===== src/hdl/blsi_pkg.sv =====
// Shared types, constants and a helper function of the blocked lattice site indexer.
`timescale 1ns / 1ps

package blsi_pkg;

  localparam int MaxExtentDef = 64;

  localparam int CoordW   = 6;
  localparam int ExtW     = 7;
  localparam int CfgIdxW  = 3;
  localparam int CfgW     = 7;
  localparam int IdxW     = 24;
  localparam int SpW      = 18;
  localparam int NumIdx   = 9;
  localparam int InDataW  = 4 * CoordW;
  localparam int OutDataW = ((NumIdx * IdxW + SpW + 7) / 8) * 8;

  localparam logic [2:0] BLK_4 = 3'd4;
  localparam logic [2:0] BLK_3 = 3'd3;
  localparam logic [2:0] BLK_2 = 3'd2;
  localparam logic [2:0] BLK_1 = 3'd1;

  typedef enum logic [CfgIdxW-1:0] {
    CFG_T_EXTENT   = 3'd0,
    CFG_X_EXTENT   = 3'd1,
    CFG_Y_EXTENT   = 3'd2,
    CFG_Z_EXTENT   = 3'd3,
    CFG_INTERLEAVE = 3'd4
  } blsi_cfg_idx_t;

  typedef struct packed {
    logic [ExtW-1:0] te;
    logic [ExtW-1:0] xe;
    logic [ExtW-1:0] ye;
    logic [ExtW-1:0] ze;
    logic [2:0]      bx;
    logic [2:0]      by;
    logic [2:0]      bz;
    logic [6:0]      nz;
    logic [4:0]      bzy;
    logic [13:0]     nzy;
    logic [13:0]     yz;
    logic [6:0]      vol;
    logic [12:0]     tv;
    logic            il;
  } blsi_geom_t;

  // Floor of v / 3 for v below 128, by multiplication with 43/128.
  function automatic logic [6:0] div3(input logic [6:0] v);
    logic [12:0] p;
    p = 13'(v) * 13'd43;
    return {1'b0, p[12:7]};
  endfunction

endpackage


===== src/hdl/blsi_geom.sv =====
// Configuration registers and the lattice geometry derived from them.
`timescale 1ns / 1ps

module blsi_geom #(
  parameter int MAX_EXTENT = blsi_pkg::MaxExtentDef
) (
  input  logic                         clk,
  input  logic                         rst_n,
  input  logic                         cfg_we,
  input  logic [blsi_pkg::CfgIdxW-1:0] cfg_index,
  input  logic [blsi_pkg::CfgW-1:0]    cfg_wdata,
  output blsi_pkg::blsi_geom_t         geom
);
  import blsi_pkg::*;

  localparam logic [8:0] MaxExt = 9'(MAX_EXTENT);

  logic [ExtW-1:0] t_ext_r, x_ext_r, y_ext_r, z_ext_r;
  logic            il_r;

  logic [ExtW-1:0] te_a_r, xe_a_r, ye_a_r, ze_a_r;
  logic [2:0]      bx_a_r, by_a_r, bz_a_r;
  logic [6:0]      ny_a_r, nz_a_r;
  logic            il_a_r;

  logic [ExtW-1:0] te_a_nxt, xe_a_nxt, ye_a_nxt, ze_a_nxt;
  logic [2:0]      bx_a_nxt, by_a_nxt, bz_a_nxt;

  logic [4:0]      bzy_b_r;
  logic [13:0]     nzy_b_r, yz_b_r;
  logic [2:0]      bx_b_r;
  logic [ExtW-1:0] te_b_r;

  logic [6:0]      vol_c_r;
  logic [ExtW-1:0] te_c_r;

  logic [12:0]     tv_d_r;

  function automatic logic [6:0] clamp_ext(input logic [6:0] raw);
    logic [6:0] e;
    if (raw == 7'd0) begin
      e = 7'd1;
    end else if ({2'b00, raw} > MaxExt) begin
      e = MaxExt[6:0];
    end else begin
      e = raw;
    end
    return e;
  endfunction

  function automatic logic [2:0] blk_size(input logic [6:0] e);
    logic [2:0] b;
    if (e[1:0] == 2'b00) begin
      b = BLK_4;
    end else if ((div3(e) * 7'd3) == e) begin
      b = BLK_3;
    end else if (!e[0]) begin
      b = BLK_2;
    end else begin
      b = BLK_1;
    end
    return b;
  endfunction

  function automatic logic [6:0] blk_count(input logic [6:0] e, input logic [2:0] b);
    logic [6:0] n;
    case (b)
      BLK_4:   n = {2'b00, e[6:2]};
      BLK_3:   n = div3(e);
      BLK_2:   n = {1'b0, e[6:1]};
      default: n = e;
    endcase
    return n;
  endfunction

  always_ff @(posedge clk) begin
    if (!rst_n) begin
      t_ext_r <= 7'd8;
      x_ext_r <= 7'd8;
      y_ext_r <= 7'd8;
      z_ext_r <= 7'd8;
      il_r    <= 1'b1;
    end else if (cfg_we) begin
      case (blsi_cfg_idx_t'(cfg_index))
        CFG_T_EXTENT:   t_ext_r <= cfg_wdata[ExtW-1:0];
        CFG_X_EXTENT:   x_ext_r <= cfg_wdata[ExtW-1:0];
        CFG_Y_EXTENT:   y_ext_r <= cfg_wdata[ExtW-1:0];
        CFG_Z_EXTENT:   z_ext_r <= cfg_wdata[ExtW-1:0];
        CFG_INTERLEAVE: il_r    <= cfg_wdata[0];
        default: ;
      endcase
    end
  end

  always_comb begin
    te_a_nxt = clamp_ext(t_ext_r);
    xe_a_nxt = clamp_ext(x_ext_r);
    ye_a_nxt = clamp_ext(y_ext_r);
    ze_a_nxt = clamp_ext(z_ext_r);
    bx_a_nxt = blk_size(xe_a_nxt);
    by_a_nxt = blk_size(ye_a_nxt);
    bz_a_nxt = blk_size(ze_a_nxt);
  end

  always_ff @(posedge clk) begin
    te_a_r <= te_a_nxt;
    xe_a_r <= xe_a_nxt;
    ye_a_r <= ye_a_nxt;
    ze_a_r <= ze_a_nxt;
    bx_a_r <= bx_a_nxt;
    by_a_r <= by_a_nxt;
    bz_a_r <= bz_a_nxt;
    ny_a_r <= blk_count(ye_a_nxt, by_a_nxt);
    nz_a_r <= blk_count(ze_a_nxt, bz_a_nxt);
    il_a_r <= il_r;

    bzy_b_r <= 5'(bz_a_r) * 5'(by_a_r);
    nzy_b_r <= 14'(nz_a_r) * 14'(ny_a_r);
    yz_b_r  <= 14'(ye_a_r) * 14'(ze_a_r);
    bx_b_r  <= bx_a_r;
    te_b_r  <= te_a_r;

    vol_c_r <= 7'(bzy_b_r) * 7'(bx_b_r);
    te_c_r  <= te_b_r;

    tv_d_r  <= 13'(te_c_r) * 13'(vol_c_r);
  end

  always_comb begin
    geom.te  = te_a_r;
    geom.xe  = xe_a_r;
    geom.ye  = ye_a_r;
    geom.ze  = ze_a_r;
    geom.bx  = bx_a_r;
    geom.by  = by_a_r;
    geom.bz  = bz_a_r;
    geom.nz  = nz_a_r;
    geom.bzy = bzy_b_r;
    geom.nzy = nzy_b_r;
    geom.yz  = yz_b_r;
    geom.vol = vol_c_r;
    geom.tv  = tv_d_r;
    geom.il  = il_a_r;
  end

endmodule


===== config.mk =====
export PLATFORM = sky130hd
export DESIGN_NAME = blsi_geom
export DESIGN_NICKNAME = d
export VERILOG_FILES = /design/src/hdl/blsi_pkg.sv /design/src/hdl/blsi_geom.sv
export SDC_FILE = /design/constraint.sdc
export NUM_CORES = 1
export LEC_CHECK = 0
export BUFFER_PORTS_ARGS = -buffer_cell sky130_fd_sc_hd__buf_2
export CORE_MARGIN = 2
export CORE_UTILIZATION = 35
export CTS_CLUSTER_SIZE = 14
export DETAILED_ROUTE_END_ITERATION = 10
export GPL_TIMING_DRIVEN = 0
export PLACE_DENSITY = 0.55
export SETUP_SLACK_MARGIN = 0.5
export SYNTH_ARGS = -nofsm -noshare
export SYNTH_HDL_FRONTEND = slang
export SYNTH_SLANG_ARGS = --single-unit

===== constraint.sdc =====
create_clock -name clk -period 16.6 [get_ports clk]
set_input_delay 0.83 -clock clk [delete_from_list [all_inputs] [get_ports clk]]
set_output_delay 0.83 -clock clk [all_outputs]
set_load 0.02 [all_outputs]

==> results of run 1 <==
==> metal layers <==
metal	up-vias	track usage, %	wire length [um]
met2	151	26.1	12700
met4	0	4.26	314
met5	-	0	0
li1	4603	-	-
met3	16	2.39	1080
met1	4349	22.0	13600
==> area by class of cell <==
type	instances	share of cell area (%)
clock inverters	14	1.09
repair buffers	109	3.88
multi-input cells	968	60.5
well taps	455	4.05
plain buffers	28	0.881
flip-flops and latches	151	21.5
clock buffers	18	3.05
inverters	190	5.07
==> critical path, delay by kind of cell, from the launching register on <==
family / cells / cell delay [ns]
muxes: 1 / 0.41
DFF: 1 / 0.30
buffers and inverters: 7 / 1.52
adders and majority gates: 5 / 1.72
xor gates and xnor gates: 3 / 0.41
AOI/OAI and AO/OA: 6 / 1.22
and+or+nand+nor: 7 / 2.22
==> power by group through the flow <==
stage / Sequential, uW / Combinational (uW) / Clock [uW]
3_5_place_dp: 408 / 205 / 0
4_1_cts: 400 / 207 / 397
3_3_place_gp: 408 / 201 / 0
6_report: 399 / 204 / 387
5_1_grt: 402 / 233 / 415
2_1_floorplan: 417 / 138 / 0
==> layout by cell type (no fill, tap or decap), drive strengths merged, types with 3 or more instances in the layout <==
cell and instances:
a211o 4, a211oi 9, a21boi 19, a21o 16, a21oi 46, a311o 4, a31oi 4, and2 93
and3 5, buf 113, clkbuf 42, clkinv 8, clkinvlp 3, conb 5, dfxtp 151, fa 96
ha 193, inv 191, mux2i 13, nand2 158, nand2b 10, nand3 15, nand3b 5, nand4 7
nor2 43, nor2b 30, nor3 16, nor4 3, o211ai 9, o21a 7, o21ai 17, o21bai 10
o31a 3, o31ai 3, o41ai 3, or2 4, xnor2 75, xor2 16
==> worst min-delay path by stage <==
stage	slack, ns	cells past startpoint	endpoint
5_1_grt	0.33	0	te_c_r[3]
3_5_place_dp	0.31	0	te_c_r[0]
3_3_place_gp	0.31	0	te_c_r[6]
6_report	0.33	0	te_c_r[3]
4_1_cts	0.33	0	te_c_r[1]
2_1_floorplan	0.31	0	te_c_r[0]
==> through the flow <==
step | utilization (%) | instance area [um^2] | setup slack (ns) | total power [uW]
global route | 40.6 | 14100 | 8.12 | 1050
detailed placement | 38.9 | 13500 | 8.79 | 613
global placement | 38.9 | 13500 | 8.86 | 609
finish | 40.6 | 14100 | 8.72 | 990
floorplan | - | 12400 | 10.07 | 556
CTS | 40.6 | 14100 | 8.77 | 1000
==> kinds of logic (layout without fill, tap and decap cells) <==
group | Yosys count | count (layout) | share of synthesized area, %
DFF | 151 | 151 | 24.5
other | 2 | 5 | 0.0608
muxes | 15 | 15 | 1.24
xor gates and xnor gates | 91 | 91 | 6.52
adders and majority gates | 289 | 289 | 35.1
and+or+nand+nor | 398 | 398 | 16.2
buffers and inverters | 218 | 359 | 6.78
AOI/OAI and AO/OA | 170 | 170 | 9.64
==> flow_summary_export.csv, run 1 <==
group,metric,value,unit
status,status,"complete, no violations",
clock_network,numClockSinks,151,
floorplanning,core,34600,um^2
layout,area_growth,13.8,%
drt,via_per_inst,4.72,
drt,dr.pass1.iters,4,
floorplanning,io_pins,111,
drt,vias,9119,
logic_synthesis,synthesis.area,12300,um^2
global_routing,grt_max_degree,17,
worst_setup_path,critPathLaunchType,"flip-flop",
layout,n_fill_cell,3457,
power_and_ir_drop,ir_drop,0.0000778,V
worst_setup_path,reg2reg_slack,8.72,ns
logic_synthesis,yosys_most_used_dff,"dfxtp_1",
global_routing,antenna_found_initial,1,
clock_network,ctsLongestPathBuffers,2,
power_and_ir_drop,powerDensity,70.4,nW/um^2
timing,rsz0062_at_grt,"false",
timing,fin_tns_setup,0,ns
power_and_ir_drop,pwr-share-comb,20.6,%
clock_network,post_cts_resize_count,0,
layout,seqCellArea,3020,um^2
global_routing,gr-total-overflow,0,
power_and_ir_drop,leakage,0.00717,uW
layout,drive_gt1_share,10.8,%
logic_synthesis,synth_common_cells,"ha_1 (193), inv_1 (187), nand2_1 (158)",
timing,hold_slack,0.326,ns
placement,post-dp-hpwl,22300,um
clock_network,cts_buffers,17,
global_routing,grt_pass1_vias,9266,
placement,numPortBuffers,109,
floorplanning,die_x,192,um
timing,hold_viol,0,
logic_synthesis,syn_area_per_cell,9.26,um^2
layout,final_cells,1933,
timing,min_period,7.88,ns
logic_synthesis,synth_top_area_share,24.5,%
worst_setup_path,startpoint,"z_ext_r[6]",
clock_network,htree_levels,4,
worst_setup_path,max_stage_delay,0.78,ns
timing,min_period_over_period,47.4,%
worst_setup_path,cp.arrival,8.22,ns
floorplanning,dieArea,36800,um^2
worst_setup_path,r2r-start,"z_ext_r[6]",
timing,slew_headroom,32.2,%
power_and_ir_drop,power.switching,303,uW
drt,detailedRoute.firstIterationViolations,443,
global_routing,track_usage,16.0,%
clock_network,post_cts_buffers,0,
clock_network,holdBufCountCts,0,
logic_synthesis,synth_seq_area_share,24.5,%
logic_synthesis,synth_area_leaders,"dfxtp_1 (24%), ha_1 (20%), fa_1 (16%), inv_1 (5.7%), xnor2_1 (5.2%)",
worst_setup_path,worstSetupPathType,"flip-flop to flip-flop",
logic_synthesis,yosysWarnings,0,
timing,finalSetupViolations,0,
logic_synthesis,ys_types,69,
power_and_ir_drop,power.share.switching,30.6,%
clock_network,clk_latency,0.43,ns
worst_setup_path,cp_max_fo,9,
worst_setup_path,worstSetupEndpoint,"nz_a_r[3]",
floorplanning,row_count,68,
drt,ant_nets,0,
run,maxCapViolations,0,
layout,final_nets,1767,
power_and_ir_drop,seqPwrFrac,40.3,%
hold_path,hold_path.class,"flip-flop to flip-flop",
power_and_ir_drop,internal_power,687,uW
timing,max_clock_freq,127,MHz
worst_setup_path,rr_endpoint,"nz_a_r[3]",
clock_network,clockRootBuffer,"clkbuf_16",
floorplanning,start_util,35.7,%
clock_network,cts_tree,"done",
worst_setup_path,critical_path.slowest_cell,"nor4_2",
worst_setup_path,required,16.95,ns
floorplanning,die_y,192,um
logic_synthesis,synth_seq_cells,151,
layout,n_antenna_cell,0,
drt,routedWlPerCell,14.3,um
logic_synthesis,async_flop_share,0,%
global_routing,grt_pass1_wl,46500,um
placement,placed_cells,1901,
layout,biggestRegsByFlops,"nzy_b_r x14, yz_b_r x14, tv_d_r x13",
logic_synthesis,synth.most_common_cell,"ha_1",
drt,drc,0,
power_and_ir_drop,clkPwrFrac,39.1,%
placement,globalplace.congestion,0.819,
timing,drv_slew,0,
layout,multi_input_area,8500,um^2
worst_setup_path,endpoint_kind,"flip-flop",
clock_network,path_clk_slew,0.07,ns
worst_setup_path,rr_worst_depth,29,
worst_setup_path,cp_common_cell,"ha_1",
drt,wirelength,27700,um
logic_synthesis,synth_top_area_cell,"dfxtp_1",
timing,worst_slew_pin_slew,1.02,ns
timing,skew,0.0156,ns
logic_synthesis,syn_inst,1334,
hold_path,hold_start,"te_b_r[3]",
logic_synthesis,synth-edff-count,0,
Power figures use the tool's default switching activity.
==> inputs of run 2 (changes only) <==
--- a/config.mk
+++ b/config.mk
@@ -5,13 +5,14 @@
 export SDC_FILE = /design/constraint.sdc
 export NUM_CORES = 1
 export LEC_CHECK = 0
+export ABC_AREA = 1
 export BUFFER_PORTS_ARGS = -buffer_cell sky130_fd_sc_hd__buf_2
 export CORE_MARGIN = 2
 export CORE_UTILIZATION = 35
 export CTS_CLUSTER_SIZE = 14
 export DETAILED_ROUTE_END_ITERATION = 10
 export GPL_TIMING_DRIVEN = 0
-export PLACE_DENSITY = 0.55
+export PLACE_DENSITY = 0.56
 export SETUP_SLACK_MARGIN = 0.5
 export SYNTH_ARGS = -nofsm -noshare
 export SYNTH_HDL_FRONTEND = slang
==> constraint.sdc (replaced) <==
create_clock -name clk -period 6.9 [get_ports clk]
set_input_delay 0.345 -clock clk [delete_from_list [all_inputs] [get_ports clk]]
set_output_delay 0.345 -clock clk [all_outputs]
set_load 0.02 [all_outputs]
==> run 2 against run 1 <==
Compared with the run above: sequential share of layout area fell by 0.44 points; wire length up 2.7%; first-iteration DRC count grew 4.5%; clock-buffer cell count is 1 lower; worst setup slack lost 7.6 ns; hold slack got worse by 0.11 ns; die area increased by 2.3%; non-clock buffer count shrank 12; critical path depth fell by 7; largest power group unchanged; flip-flop and latch count is the same.
==> flow_summary_export.csv, run 2 <==
group,metric,value,unit
logic_synthesis,synthesis.area,12600,um^2
worst_setup_path,endpoint_kind,"flip-flop",
clock_network,post_cts_buffers,0,
hold_path,hold_start,"cfg_we",
logic_synthesis,yosysWarnings,0,
floorplanning,io_pins,111,
global_routing,gr-total-overflow,0,
floorplanning,die_y,194,um
logic_synthesis,syn_area_per_cell,7.96,um^2
clock_network,holdBufCountCts,0,
timing,slew_headroom,25.6,%
drt,routedWlPerCell,13.0,um
drt,via_per_inst,4.62,
timing,min_period_over_period,84.3,%
drt,detailedRoute.firstIterationViolations,463,
placement,numPortBuffers,109,
timing,worst_slew_pin_slew,1.11,ns
logic_synthesis,synth_top_area_cell,"dfxtp_1",
worst_setup_path,rr_endpoint,"bx_a_r[1]",
worst_setup_path,cp_max_fo,8,
timing,timing.final.ws_setup,1.08,ns
layout,final_cell_mix,"inv_1 (353), nand2_1 (327), ha_1 (193), dfxtp_1 (151), buf_2 (110)",
placement,post-dp-hpwl,23400,um
clock_network,htree_levels,4,
logic_synthesis,synth_seq_area_share,23.9,%
logic_synthesis,synth_area_leaders,"dfxtp_1 (24%), ha_1 (19%), fa_1 (15%), inv_1 (10%), nand2_1 (9.7%)",
logic_synthesis,async_flop_share,0,%
power_and_ir_drop,leakage,0.00847,uW
global_routing,track_usage,15.9,%
timing,finalSetupViolations,0,
layout,final_area,14400,um^2
worst_setup_path,critPathLaunchType,"flip-flop",
global_routing,grt_max_degree,17,
timing,fin_tns_setup,0,ns
worst_setup_path,worstSetupPathType,"flip-flop to flip-flop",
logic_synthesis,yosys_most_used_dff,"dfxtp_1",
logic_synthesis,ys_types,44,
worst_setup_path,r2r-start,"x_ext_r[6]",
global_routing,grt_pass1_wl,49200,um
layout,final_common_cell,"inv_1",
status,status,"complete, no violations",
worst_setup_path,rr_worst_depth,22,
drt,dr.pass1.iters,5,
floorplanning,row_count,69,
drt,ant_nets,0,
floorplanning,start_util,35.5,%
clock_network,numClockSinks,151,
global_routing,grt_pass1_vias,10200,
drt,drc,0,
logic_synthesis,synth_common_cells,"inv_1 (353), nand2_1 (327), ha_1 (193)",
logic_synthesis,synth-edff-count,0,
clock_network,clk_latency,0.44,ns
floorplanning,dieArea,37700,um^2
clock_network,cts_tree,"done",
drt,vias,10100,
placement,post-place-ws,0.983,ns
logic_synthesis,synth.most_common_cell,"inv_1",
floorplanning,die_x,194,um
placement,globalplace.congestion,0.861,
timing,min_period,5.82,ns
floorplanning,core,35600,um^2
clock_network,clockRootBuffer,"clkbuf_16",
clock_network,ctsLongestPathBuffers,2,
placement,placed_area,13800,um^2
worst_setup_path,reg2reg_slack,1.08,ns
power_and_ir_drop,powerDensity,190,nW/um^2
hold_path,worstHoldPathCells,3,
worst_setup_path,required,7.21,ns
clock_network,post_cts_resize_count,0,
run,maxCapViolations,0,
logic_synthesis,syn_inst,1589,
timing,drv_slew,0,
timing,hold_slack,0.216,ns
power_and_ir_drop,ir_drop,0.000192,V
logic_synthesis,synth_seq_cells,151,
global_routing,antenna_found_initial,1,
clock_network,path_clk_slew,0.06,ns
layout,drive_gt1_share,11.8,%
layout,area_growth,13.5,%
hold_path,holdPathEnd,"il_r",
timing,max_clock_freq,172,MHz
hold_path,hold_path.class,"input port to flip-flop",
timing,skew,0.0110,ns
logic_synthesis,synth_top_area_share,23.9,%
timing,rsz0062_at_grt,"false",
timing,hold_viol,0,
layout,final_nets,2022,
worst_setup_path,cp.arrival,6.13,ns
layout,biggestRegsByFlops,"nzy_b_r x14, yz_b_r x14, tv_d_r x13",
drt,wirelength,28500,um
clock_network,cts_buffers,17,
run 2: worst max-delay path, cell delays in order, from the launching register on:
cell       delay, ns
dfxtp_1         0.30
clkbuf_1        0.34
inv_2           0.15
nand2_1         0.16
inv_1           0.16
ha_1            0.32
inv_1           0.05
fa_1            0.50
fa_1            0.54
inv_1           0.04
ha_1            0.28
a21oi_1         0.25
o21bai_1        0.18
xor2_1          0.31
ha_1            0.25
inv_1           0.06
fa_1            0.40
o21ai_0         0.22
xor2_1          0.21
o221ai_1        0.12
a2111oi_0       0.33
nand3_1         0.20
a21oi_1         0.33
run 2: logic make-up after synthesis:
family / after synthesis / synth area share [%]
other: 2 / 0.0594
buffers and inverters: 380 / 11.5
and+or+nand+nor: 567 / 19.6
adders and majority gates: 289 / 34.3
AOI/OAI and AO/OA: 138 / 6.18
DFF: 151 / 23.9
xor gates and xnor gates: 62 / 4.41
run 2: layout make-up:
cell class / count / area (um^2)
buffer: 16 / 83.8
clock buffer: 17 / 425
multi-input combinational: 1061 / 8180
clock inverter: 14 / 145
tap: 461 / 577
fill: 3675 / 21200
antenna: 1 / 2.50
sequential: 151 / 3020
timing repair buffer: 109 / 546
inverter: 364 / 1370
run 2: per-layer routing:
layer	routed length (um)	track usage, %	vias up	part of all wire (%)
li1	-	-	5193	-
met1	14000	21.1	4726	49
met2	12800	26.6	182	45
met3	1150	2.77	26	4.0
met4	487	4.15	0	1.7
met5	0	0	-	0
run 2: power breakdown:
group,internal (uW),switching [uW],total [uW],leakage (uW)
clock,504,408,912,0.000268
combinational,298,502,800,0.00697
sequential,941,72.1,1010,0.00123
total,1740,982,2720,0.00847
run 2: how the worst max path moves through the flow:
stage / start / endpoint / slack [ns]
2_1_floorplan: x_ext_r[6] / bx_a_r[1] / 2.08
3_3_place_gp: x_ext_r[6] / bx_a_r[1] / 1.10
3_5_place_dp: x_ext_r[6] / bx_a_r[1] / 0.98
4_1_cts: x_ext_r[6] / bx_a_r[1] / 0.98
5_1_grt: x_ext_r[6] / bx_a_r[1] / 0.51
6_report: x_ext_r[6] / bx_a_r[1] / 1.08
run 2: through the flow:
step                      util [%]  std cells  power [uW]
after floorplan                  -       1592        1620
after global placement        38.7       2162        1820
after detailed placement      38.7       2162        1830
after CTS                     40.3       2193        2760
after global routing          40.3       2193        2920
final                         40.3       2194        2720
==> inputs of run 3 (changes only) <==
--- a/config.mk
+++ b/config.mk
@@ -5,14 +5,14 @@
 export SDC_FILE = /design/constraint.sdc
 export NUM_CORES = 1
 export LEC_CHECK = 0
-export ABC_AREA = 1
+export ABC_AREA = 0
 export BUFFER_PORTS_ARGS = -buffer_cell sky130_fd_sc_hd__buf_2
 export CORE_MARGIN = 2
 export CORE_UTILIZATION = 35
 export CTS_CLUSTER_SIZE = 14
 export DETAILED_ROUTE_END_ITERATION = 10
 export GPL_TIMING_DRIVEN = 0
-export PLACE_DENSITY = 0.56
+export PLACE_DENSITY = 0.57
 export SETUP_SLACK_MARGIN = 0.5
 export SYNTH_ARGS = -nofsm -noshare
 export SYNTH_HDL_FRONTEND = slang
==> constraint.sdc (replaced) <==
create_clock -name clk -period 5.3 [get_ports clk]
set_input_delay 0.265 -clock clk [delete_from_list [all_inputs] [get_ports clk]]
set_output_delay 0.265 -clock clk [all_outputs]
set_load 0.02 [all_outputs]
==> run 3 against run 2 <==
Compared with the run above: the run now ends with setup timing left; final cell count fell by 8.5%; utilization rose by 4.6 points; via count fell by 6.3%; sequential share of layout area fell by 1.4 points; wire length rose by 2.5%; fmax rose by 1.1%; sequential power rose by 24%; first-iteration DRC count fell by 28%; worst setup slack got worse by 1.5 ns; hold slack got worse by 0.092 ns; critical path type unchanged; largest power group unchanged.
==> flow_summary_export.csv, run 3 (synthesis gave the netlist of run 1 again) <==
group,metric,value,unit
global_routing,grt_pass1_wl,48500,um
global_routing,grt_pass1_vias,9730,
clock_network,htree_levels,4,
global_routing,track_usage,16.6,%
drt,via_per_inst,4.73,
timing,min_period,5.76,ns
power_and_ir_drop,powerDensity,211,nW/um^2
floorplanning,dieArea,36800,um^2
hold_path,hold_path.class,"input port to flip-flop",
clock_network,cts_buffers,17,
floorplanning,io_pins,111,
floorplanning,core,34600,um^2
placement,numPortBuffers,109,
worst_setup_path,cp.arrival,6.07,ns
layout,biggestRegsByFlops,"nzy_b_r x14, yz_b_r x14, tv_d_r x13",
timing,worst_slew_pin_slew,0.833,ns
power_and_ir_drop,ir_drop,0.000249,V
worst_setup_path,cp_common_cell,"xnor2_1",
power_and_ir_drop,pwr-share-comb,25.5,%
drt,detailedRoute.firstIterationViolations,335,
power_and_ir_drop,total_power,3280,uW
power_and_ir_drop,power.share.switching,32.2,%
power_and_ir_drop,power.switching,1060,uW
timing,min_period_over_period,109,%
layout,drive_gt1_share,23.2,%
global_routing,antenna_found_initial,0,
timing,fin_tns_setup,-5.12,ns
drt,wirelength,29200,um
timing,drv_slew,0,
timing,timing.final.ws_setup,-0.457,ns
layout,multi_input_area,9200,um^2
placement,placed_area,13900,um^2
clock_network,clockRootBuffer,"clkbuf_16",
clock_network,ctsLongestPathBuffers,2,
worst_setup_path,max_stage_delay,0.53,ns
layout,final_common_cell,"ha_1",
global_routing,gr-total-overflow,0,
clock_network,path_clk_slew,0.07,ns
worst_setup_path,endpoint_kind,"flip-flop",
layout,final_nets,1842,
power_and_ir_drop,internal_power,2230,uW
status,failed_checks,"setup timing",
run,maxCapViolations,0,
status,status,"finished with violations",
layout,final_cell_mix,"ha_1 (173), inv_1 (168), nand2_1 (151), dfxtp_1 (140), buf_2 (109)",
placement,post-place-ws,-0.916,ns
timing,skew,0.00908,ns
layout,n_fill_cell,3339,
drt,routedWlPerCell,14.5,um
layout,final_area,15600,um^2
clock_network,numClockSinks,151,
clock_network,cts_tree,"done",
worst_setup_path,cp_max_fo,7,
worst_setup_path,critPathLaunchType,"flip-flop",
power_and_ir_drop,clkPwrFrac,36.5,%
timing,slew_headroom,44.3,%
power_and_ir_drop,seqPwrFrac,38.0,%
floorplanning,row_count,68,
floorplanning,start_util,35.7,%
layout,n_antenna_cell,0,
drt,drc,0,
layout,seqCellArea,3050,um^2
layout,area_growth,26.0,%
worst_setup_path,required,5.61,ns
timing,hold_viol,0,
floorplanning,die_x,192,um
global_routing,grt_max_degree,17,
drt,dr.pass1.iters,4,
worst_setup_path,worstSetupPathType,"flip-flop to flip-flop",
floorplanning,die_y,192,um
timing,finalSetupViolations,16,
placement,globalplace.congestion,0.827,
worst_setup_path,critical_path.slowest_cell,"fa_1",
placement,post-dp-hpwl,22400,um
drt,ant_nets,0,
drt,vias,9494,
layout,fin_util,44.9,%
timing,max_clock_freq,174,MHz
power_and_ir_drop,leakage,0.00772,uW
timing,rsz0062_at_grt,"true",
clock_network,clk_latency,0.43,ns
[run 3: changes by cell type in the layout (fill, tap and decap cells not counted), moves of 31 or more]
cell     previous run  this run
nand3_1            71        14
and2_1              1        92
o21ai_0            42        11
buf_4               2        67
inv_1             353       168
nand2_1           327       151
nor2_1             87        40
xor2_1             43        12
xnor2_1            18        70
[run 3: per-stage QoR]
step,hold WS [ns],instances
after floorplan,0.310,1337
after global placement,0.312,1901
after detailed placement,0.312,1901
after CTS,0.115,1984
after global routing,0.130,2008
final,0.124,2008
[run 3: worst paths after layout]
path | from | slack, ns | depth (start not counted) | endpoint
worst min register to register | te_b_r[5] | 0.33 | 0 | te_c_r[5]
worst max-delay path | z_ext_r[6] | -0.46 | 31 | nz_a_r[1]
worst max register to register | z_ext_r[6] | -0.46 | 31 | nz_a_r[1]
worst min-delay path | cfg_wdata[6] | 0.12 | 3 | x_ext_r[6]
[run 3: critical path: cells and delay by family (launching register included)]
kind,cells,cell delay [ns]
AND/OR/NAND/NOR,7,1.30
adder cells (fa/ha/maj),5,1.75
buffers and inverters,9,0.93
flip-flops,1,0.34
XOR/XNOR,3,0.43
AO/OA/AOI/OAI,7,0.90
[run 3: repair_timing]
| item | in CTS | in global routing |
|---|---|---|
| hold buffers | 0 | 0 |
| pin swaps | 25 | 53 |
| setup endpoints to repair | 18 | 19 |
| buffers inserted | 50 | 24 |
| cloned | 1 | 0 |
| gates resized for setup | 61 | 65 |
[run 3: layout make-up]
type	count	share of cell area (%)
clock buffer	18	2.90
clock inverter	14	0.861
timing repair buffer	184	7.34
multi-input combinational	968	59.2
sequential	151	19.6
buffer	28	1.42
inverter	190	5.05
tap	455	3.66
[run 3: metal layers]
metal	GRT usage, %	vias to the layer above	wire length [um]
li1	-	4754	-
met1	21.7	4554	13900
met2	28.2	159	13700
met3	2.28	27	852
met4	5.33	0	658
met5	0	-	0
[run 3: power by group through the flow]
stage               registers [uW]  logic (uW)  clock network (uW)
floorplan                     1310         497                   0
global placement              1270         699                   0
detailed placement            1280         711                   0
CTS                           1250         788                1230
global route                  1260         936                1270
finish                        1250         835                1200
